==> src/sv/spq_pkg.sv <==
package spq_pkg;

    // Number of cells in the queue and the width of the entry counter.
    localparam int QUEUE_DEPTH = 16;
    localparam int COUNT_W = $clog2(QUEUE_DEPTH + 1);

    localparam int VALUE_W = 32;
    localparam int PRIO_W = 16;

    // Operation codes on the mode port.
    localparam logic MODE_INSERT = 1'b0;
    localparam logic MODE_DELETE = 1'b1;

    // Status codes returned with each result word.
    localparam logic [1:0] ST_OK = 2'd0;
    localparam logic [1:0] ST_UNDERFLOW = 2'd1;
    localparam logic [1:0] ST_OVERFLOW = 2'd2;

    // One stored entry.
    typedef struct packed {
        logic signed [VALUE_W-1:0] value;
        logic signed [PRIO_W-1:0]  priority_num;
    } entry_t;

    // Operation broadcast to every cell in the same cycle.
    typedef struct packed {
        logic   insert;
        logic   remove;
        entry_t item;
    } cell_op_t;

endpackage

==> src/sv/sorted_priority_queue.sv <==
// Sorted priority queue built as a row of compare-and-shift cells.
// A result word is registered and appears in the cycle after its command is taken.
// Throughput: one command per cycle; busy stays low, since every cell
// compares and shifts in the same cycle. The receiver cannot stall.
// Reset clears the entry count and the result strobe; cell contents are
// meaningless until written and are never read while empty.
module sorted_priority_queue (
    input  logic                clk,
    input  logic                rst_n,
    input  logic                start,
    output logic                busy,
    input  logic                mode,
    input  logic signed [31:0]  item_value,
    input  logic signed [15:0]  item_priority,
    output logic                done,
    output logic signed [31:0]  head_value,
    output logic signed [15:0]  head_priority,
    output logic [1:0]          status,
    output logic [spq_pkg::COUNT_W-1:0] entry_count
);

    localparam int DEPTH = spq_pkg::QUEUE_DEPTH;
    localparam int CW = spq_pkg::COUNT_W;

    logic [CW-1:0]            count_reg;
    logic [CW-1:0]            count_next;
    logic                     done_reg;
    logic signed [31:0]       head_value_reg;
    logic signed [31:0]       head_value_next;
    logic signed [15:0]       head_priority_reg;
    logic signed [15:0]       head_priority_next;
    logic [1:0]               status_reg;
    logic [1:0]               status_next;

    logic                     accept;
    logic                     is_full;
    logic                     is_empty;
    spq_pkg::cell_op_t        op;
    spq_pkg::entry_t          entries [DEPTH];
    logic [DEPTH-1:0]         valid;
    logic [DEPTH-1:0]         greater;

    assign busy = 1'b0;
    assign accept = start && !busy;
    assign is_full = (count_reg == CW'(DEPTH));
    assign is_empty = (count_reg == '0);

    // Command decode broadcast to the cells.
    always_comb
    begin
        op.insert = accept && (mode == spq_pkg::MODE_INSERT) && !is_full;
        op.remove = accept && (mode == spq_pkg::MODE_DELETE) && !is_empty;
        op.item.value = item_value;
        op.item.priority_num = item_priority;
    end

    // The row of cells; the occupied cells form a prefix.
    for (genvar i = 0; i < DEPTH; i++)
    begin : g_cell
        assign valid[i] = (count_reg > CW'(i));

        if (i == 0)
        begin : g_first
            spq_cell u_cell (
                .clk          (clk),
                .op           (op),
                .own_valid    (valid[i]),
                .prev_valid   (1'b1),
                .prev_greater (1'b0),
                .prev_entry   (entries[i]),
                .next_entry   (entries[i+1]),
                .entry        (entries[i]),
                .greater      (greater[i])
            );
        end
        else if (i == DEPTH - 1)
        begin : g_last
            spq_cell u_cell (
                .clk          (clk),
                .op           (op),
                .own_valid    (valid[i]),
                .prev_valid   (valid[i-1]),
                .prev_greater (greater[i-1]),
                .prev_entry   (entries[i-1]),
                .next_entry   (entries[i]),
                .entry        (entries[i]),
                .greater      (greater[i])
            );
        end
        else
        begin : g_mid
            spq_cell u_cell (
                .clk          (clk),
                .op           (op),
                .own_valid    (valid[i]),
                .prev_valid   (valid[i-1]),
                .prev_greater (greater[i-1]),
                .prev_entry   (entries[i-1]),
                .next_entry   (entries[i+1]),
                .entry        (entries[i]),
                .greater      (greater[i])
            );
        end
    end

    // Next count and result word.
    always_comb
    begin
        count_next = count_reg;
        head_value_next = '0;
        head_priority_next = '0;
        status_next = spq_pkg::ST_OK;
        if (op.insert)
        begin
            count_next = count_reg + CW'(1);
        end
        else if (op.remove)
        begin
            count_next = count_reg - CW'(1);
            head_value_next = entries[0].value;
            head_priority_next = entries[0].priority_num;
        end
        else if (mode == spq_pkg::MODE_INSERT)
        begin
            status_next = spq_pkg::ST_OVERFLOW;
        end
        else
        begin
            status_next = spq_pkg::ST_UNDERFLOW;
        end
    end

    // Control state.
    always_ff @(posedge clk or negedge rst_n)
    begin
        if (!rst_n)
        begin
            count_reg <= '0;
            done_reg <= 1'b0;
        end
        else
        begin
            done_reg <= accept;
            if (accept)
            begin
                count_reg <= count_next;
            end
        end
    end

    // Result payload registers.
    always_ff @(posedge clk)
    begin
        if (accept)
        begin
            head_value_reg <= head_value_next;
            head_priority_reg <= head_priority_next;
            status_reg <= status_next;
        end
    end

    assign done = done_reg;
    assign head_value = head_value_reg;
    assign head_priority = head_priority_reg;
    assign status = status_reg;
    assign entry_count = count_reg;

endmodule

==> src/sv/spq_cell.sv <==
module spq_cell (
    input  logic            clk,
    input  spq_pkg::cell_op_t op,
    input  logic            own_valid,
    input  logic            prev_valid,
    input  logic            prev_greater,
    input  spq_pkg::entry_t prev_entry,
    input  spq_pkg::entry_t next_entry,
    output spq_pkg::entry_t entry,
    output logic            greater
);

    spq_pkg::entry_t entry_reg;
    spq_pkg::entry_t entry_next;
    logic            place_here;

    // This cell holds an entry that must move behind the new one.
    assign greater = own_valid && (entry_reg.priority_num > op.item.priority_num);

    // The new entry lands in the first cell that is greater or the first empty cell.
    assign place_here = !prev_greater && (greater || (!own_valid && prev_valid));

    // Shift right on insert, shift left on delete, otherwise hold.
    always_comb
    begin
        entry_next = entry_reg;
        if (op.insert)
        begin
            if (prev_greater)
            begin
                entry_next = prev_entry;
            end
            else if (place_here)
            begin
                entry_next = op.item;
            end
        end
        else if (op.remove)
        begin
            entry_next = next_entry;
        end
    end

    // Payload register, no reset needed.
    always_ff @(posedge clk)
    begin
        entry_reg <= entry_next;
    end

    assign entry = entry_reg;

endmodule

==> config.mk <==
export PLATFORM = sky130hd
export DESIGN_NAME = sorted_priority_queue
export DESIGN_NICKNAME = d
export VERILOG_FILES = /design/src/sv/spq_pkg.sv /design/src/sv/sorted_priority_queue.sv /design/src/sv/spq_cell.sv
export SDC_FILE = /design/constraint.sdc
export NUM_CORES = 2
export LEC_CHECK = 0
export BUFFER_PORTS_ARGS = -buffer_cell sky130_fd_sc_hd__buf_2
export CAP_MARGIN = 20
export CORE_ASPECT_RATIO = 1.25
export CORE_MARGIN = 8
export CORE_UTILIZATION = 55
export CTS_CLUSTER_SIZE = 24
export DETAILED_ROUTE_END_ITERATION = 8
export PLACE_DENSITY = 0.77
export SETUP_SLACK_MARGIN = 0.2
export SLEW_MARGIN = 20
export SYNTH_ARGS = -nofsm -noshare
export SYNTH_HDL_FRONTEND = slang
export SYNTH_HIERARCHICAL = 1
export SYNTH_SLANG_ARGS = --single-unit
==> constraint.sdc <==
create_clock -name clk -period 5.2 [get_ports clk]
set_input_delay 1.56 -clock clk [delete_from_list [all_inputs] [get_ports clk]]
set_output_delay 1.56 -clock clk [all_outputs]
set_load 0.01 [all_outputs]
==> load_flow_metrics.sql <==
INSERT INTO impl_metrics (metric_group, metric, value, unit) VALUES
('outcome', 'outcome', 'finished clean', ''),
('pwr', 'power.ir.vdd_worst', '585', 'uV'),
('pwr', 'power.switching_fraction', '36.5', '%'),
('hold_path', 'hold_path.class', 'flip-flop to flip-flop', ''),
('finish', 'drive_gt1_share', '9.27', '%'),
('sta', 'tns', '0', 'ns'),
('sta', 'setup_viol', '0', ''),
('sta', 'grt_setup_unrepaired', 'false', ''),
('pwr', 'seqPwrFrac', '39.9', '%'),
('global_routing', 'grt_antenna_before_repair', '14', ''),
('drt', 'routed_wire_length_per_instance', '19.3', 'um'),
('setup_path', 'critPathLaunch', 'item_priority[14]', ''),
('pwr', 'power.density_cell_area', '526', 'nW/um^2'),
('floorplanning', 'fp.dieArea', '98100', 'sq um'),
('setup_path', 'timing.critical_path.max_delay_family', 'simple AND/OR/NAND/NOR gates', ''),
('setup_path', 'timing.reg2reg.worst_path_depth', '10', ''),
('clock_tree', 'cts_root_buffer', 'sky130_fd_sc_hd__clkbuf_16', ''),
('setup_path', 'critical_path_depth', '12', ''),
('placement', 'gp_congestion', '0.893', ''),
('pwr', 'total_leakage_power', '22.8', 'nW'),
('floorplanning', 'row_count', '122', ''),
('global_routing', 'first_global_vias', '33200', ''),
('clock_tree', 'postCtsSetupRepairBufs', '0', ''),
('global_routing', 'grtUsageTotal', '22.4', '%'),
('drt', 'firstDrtPassIters', '6', ''),
('sta', 'achievable-frequency', '233', 'MHz'),
('setup_path', 'cp.arrival', '4.61', 'ns'),
('global_routing', 'grt_pass1_wl', '179', 'mm'),
('finish', 'area_growth_syn_to_layout', '10.9', '%'),
('clock_tree', 'ctsHoldBuffers', '0', ''),
('setup_path', 'r2r_end', 'g_cell[13].g_mid.u_cell/entry[35]', ''),
('clock_tree', 'cts.reportedPaths.clkPinSlew', '0.06', 'ns'),
('drt', 'drt_first_iter_violations', '3230', ''),
('pwr', 'share_comb_of_total_power', '38.8', '%'),
('logic_synthesis', 'synthesis.area_per_instance', '10.7', 'sq um'),
('floorplanning', 'placeableCoreArea', '88100', 'sq um'),
('drt', 'routed_wirelength', '113', 'mm'),
('setup_path', 'path_class', 'primary input to flip-flop', ''),
('finish', 'largest_reg_flops', '672', ''),
('placement', 'hpwl', '76.7', 'mm'),
('placement', 'post-place-cells', '5681', ''),
('setup_path', 'rrSetupSlack', '1.26', 'ns'),
('sta', 'period_share', '82.4', '%'),
('finish', 'final_cell_area', '53800', 'sq um'),
('drt', 'routed_via_density', '5.83', ''),
('clock_tree', 'cts_resized', '0', ''),
('floorplanning', 'fp.dieH', '348', 'um'),
('clock_tree', 'clkLatencyLatePin', '0.66', 'ns'),
('setup_path', 'endpoint', 'g_cell[12].g_mid.u_cell/entry[43]', ''),
('placement', 'preCtsSetupSlack', '0.289', 'ns'),
('logic_synthesis', 'yosys_warnings', '6', ''),
('global_routing', 'grt.overflow.total', '0', ''),
('sta', 'timing_max_transition_violations_final', '0', ''),
('floorplanning', 'initial_utilization', '55.1', '%'),
('floorplanning', 'floorplan.die.width', '282', 'um'),
('setup_path', 'end_kind', 'flip-flop', ''),
('floorplanning', 'pin_count', '109', ''),
('setup_path', 'cp_data_required_time', '5.52', 'ns'),
('setup_path', 'crit_path_max_incr_delay', '0.58', 'ns'),
('clock_tree', 'cts.sinks', '824', ''),
('setup_path', 'cp_max_fo', '36', ''),
('finish', 'stdcell_count', '5837', ''),
('pwr', 'cellInternalPower', '18.0', 'mW'),
('logic_synthesis', 'synth.cell_area', '48600', 'sq um'),
('drt', 'routed-via-count', '34000', ''),
('global_routing', 'grt_start_max_net_pins', '160', ''),
('setup_path', 'path_buf_inv', '4', ''),
('sta', 'fin_worst_hold_slack', '0.581', 'ns'),
('clock_tree', 'cts_tree', 'built', ''),
('clock_tree', 'tritoncts.num_buffers', '85', ''),
('pwr', 'pwr-share-clk', '21.2', '%');
[cell usage in the layout, fill, tap and decap left out, drive strengths merged, types with 20 or more instances in the layout]
| master | count |
|---|---|
| o211ai | 26 |
| edfxtp | 818 |
| o31ai | 20 |
| and2 | 49 |
| o21ai | 29 |
| nand4 | 40 |
| inv | 293 |
| mux2i | 768 |
| buf | 228 |
| nand2 | 69 |
| clkinv | 37 |
| nor3 | 28 |
| clkbuf | 102 |
| a21oi | 872 |
| ha | 262 |
| nor2 | 822 |
[layer usage]
layer,wire length [um],track usage [%],up-vias
met5,69,0,-
met4,3130,7.42,10
met3,8040,3.33,186
met2,52000,35.9,1148
met1,49400,31.2,15900
li1,-,-,16700
[cell type report]
cell class / instances / area (sq um)
antenna: 8 / 20.0
clock buffer: 102 / 2250
multi-input combinational: 3159 / 21900
tap: 1178 / 1470
fill: 6883 / 34200
clock inverter: 46 / 445
inverter: 292 / 1100
sequential: 824 / 24700
timing repair buffer: 228 / 1980
[how the worst min path moves through the flow]
stage / start / to / depth (start not counted)
2_1_floorplan: g_cell[0].g_first.u_cell/entry[28] / head_value[12] / 1
3_3_place_gp: g_cell[0].g_first.u_cell/entry[43] / head_value[27] / 1
3_5_place_dp: g_cell[0].g_first.u_cell/entry[30] / head_value[14] / 1
4_1_cts: g_cell[6].g_mid.u_cell/entry[47] / g_cell[5].g_mid.u_cell/entry[47] / 2
5_1_grt: g_cell[0].g_first.u_cell/entry[30] / head_value[14] / 1
6_report: g_cell[6].g_mid.u_cell/entry[47] / g_cell[5].g_mid.u_cell/entry[47] / 2
[power by group through the flow]
stage               registers, mW  logic (mW)  clock network (mW)
floorplan                    10.9        8.28                   0
global placement             11.4        10.6                   0
detailed placement           11.4        10.9                   0
CTS                          11.3        11.0                6.13
global route                 11.5        12.0                6.37
finish                       11.3        11.0                6.02
[worst register-to-register path, stage by stage, from the launching register on]
cell and delay (ns):
sky130_fd_sc_hd__dfrtp_1 0.75, sky130_fd_sc_hd__nand2_1 0.24, sky130_fd_sc_hd__o21ai_0 0.84, sky130_fd_sc_hd__inv_1 0.16, sky130_fd_sc_hd__a21oi_1 0.21, sky130_fd_sc_hd__or4b_4 0.53
sky130_fd_sc_hd__nand2_4 0.12, sky130_fd_sc_hd__buf_12 0.26, sky130_fd_sc_hd__buf_4 0.26, sky130_fd_sc_hd__mux2i_1 0.21, sky130_fd_sc_hd__a21oi_1 0.09
Note: power is estimated with default switching activity, not from simulation.
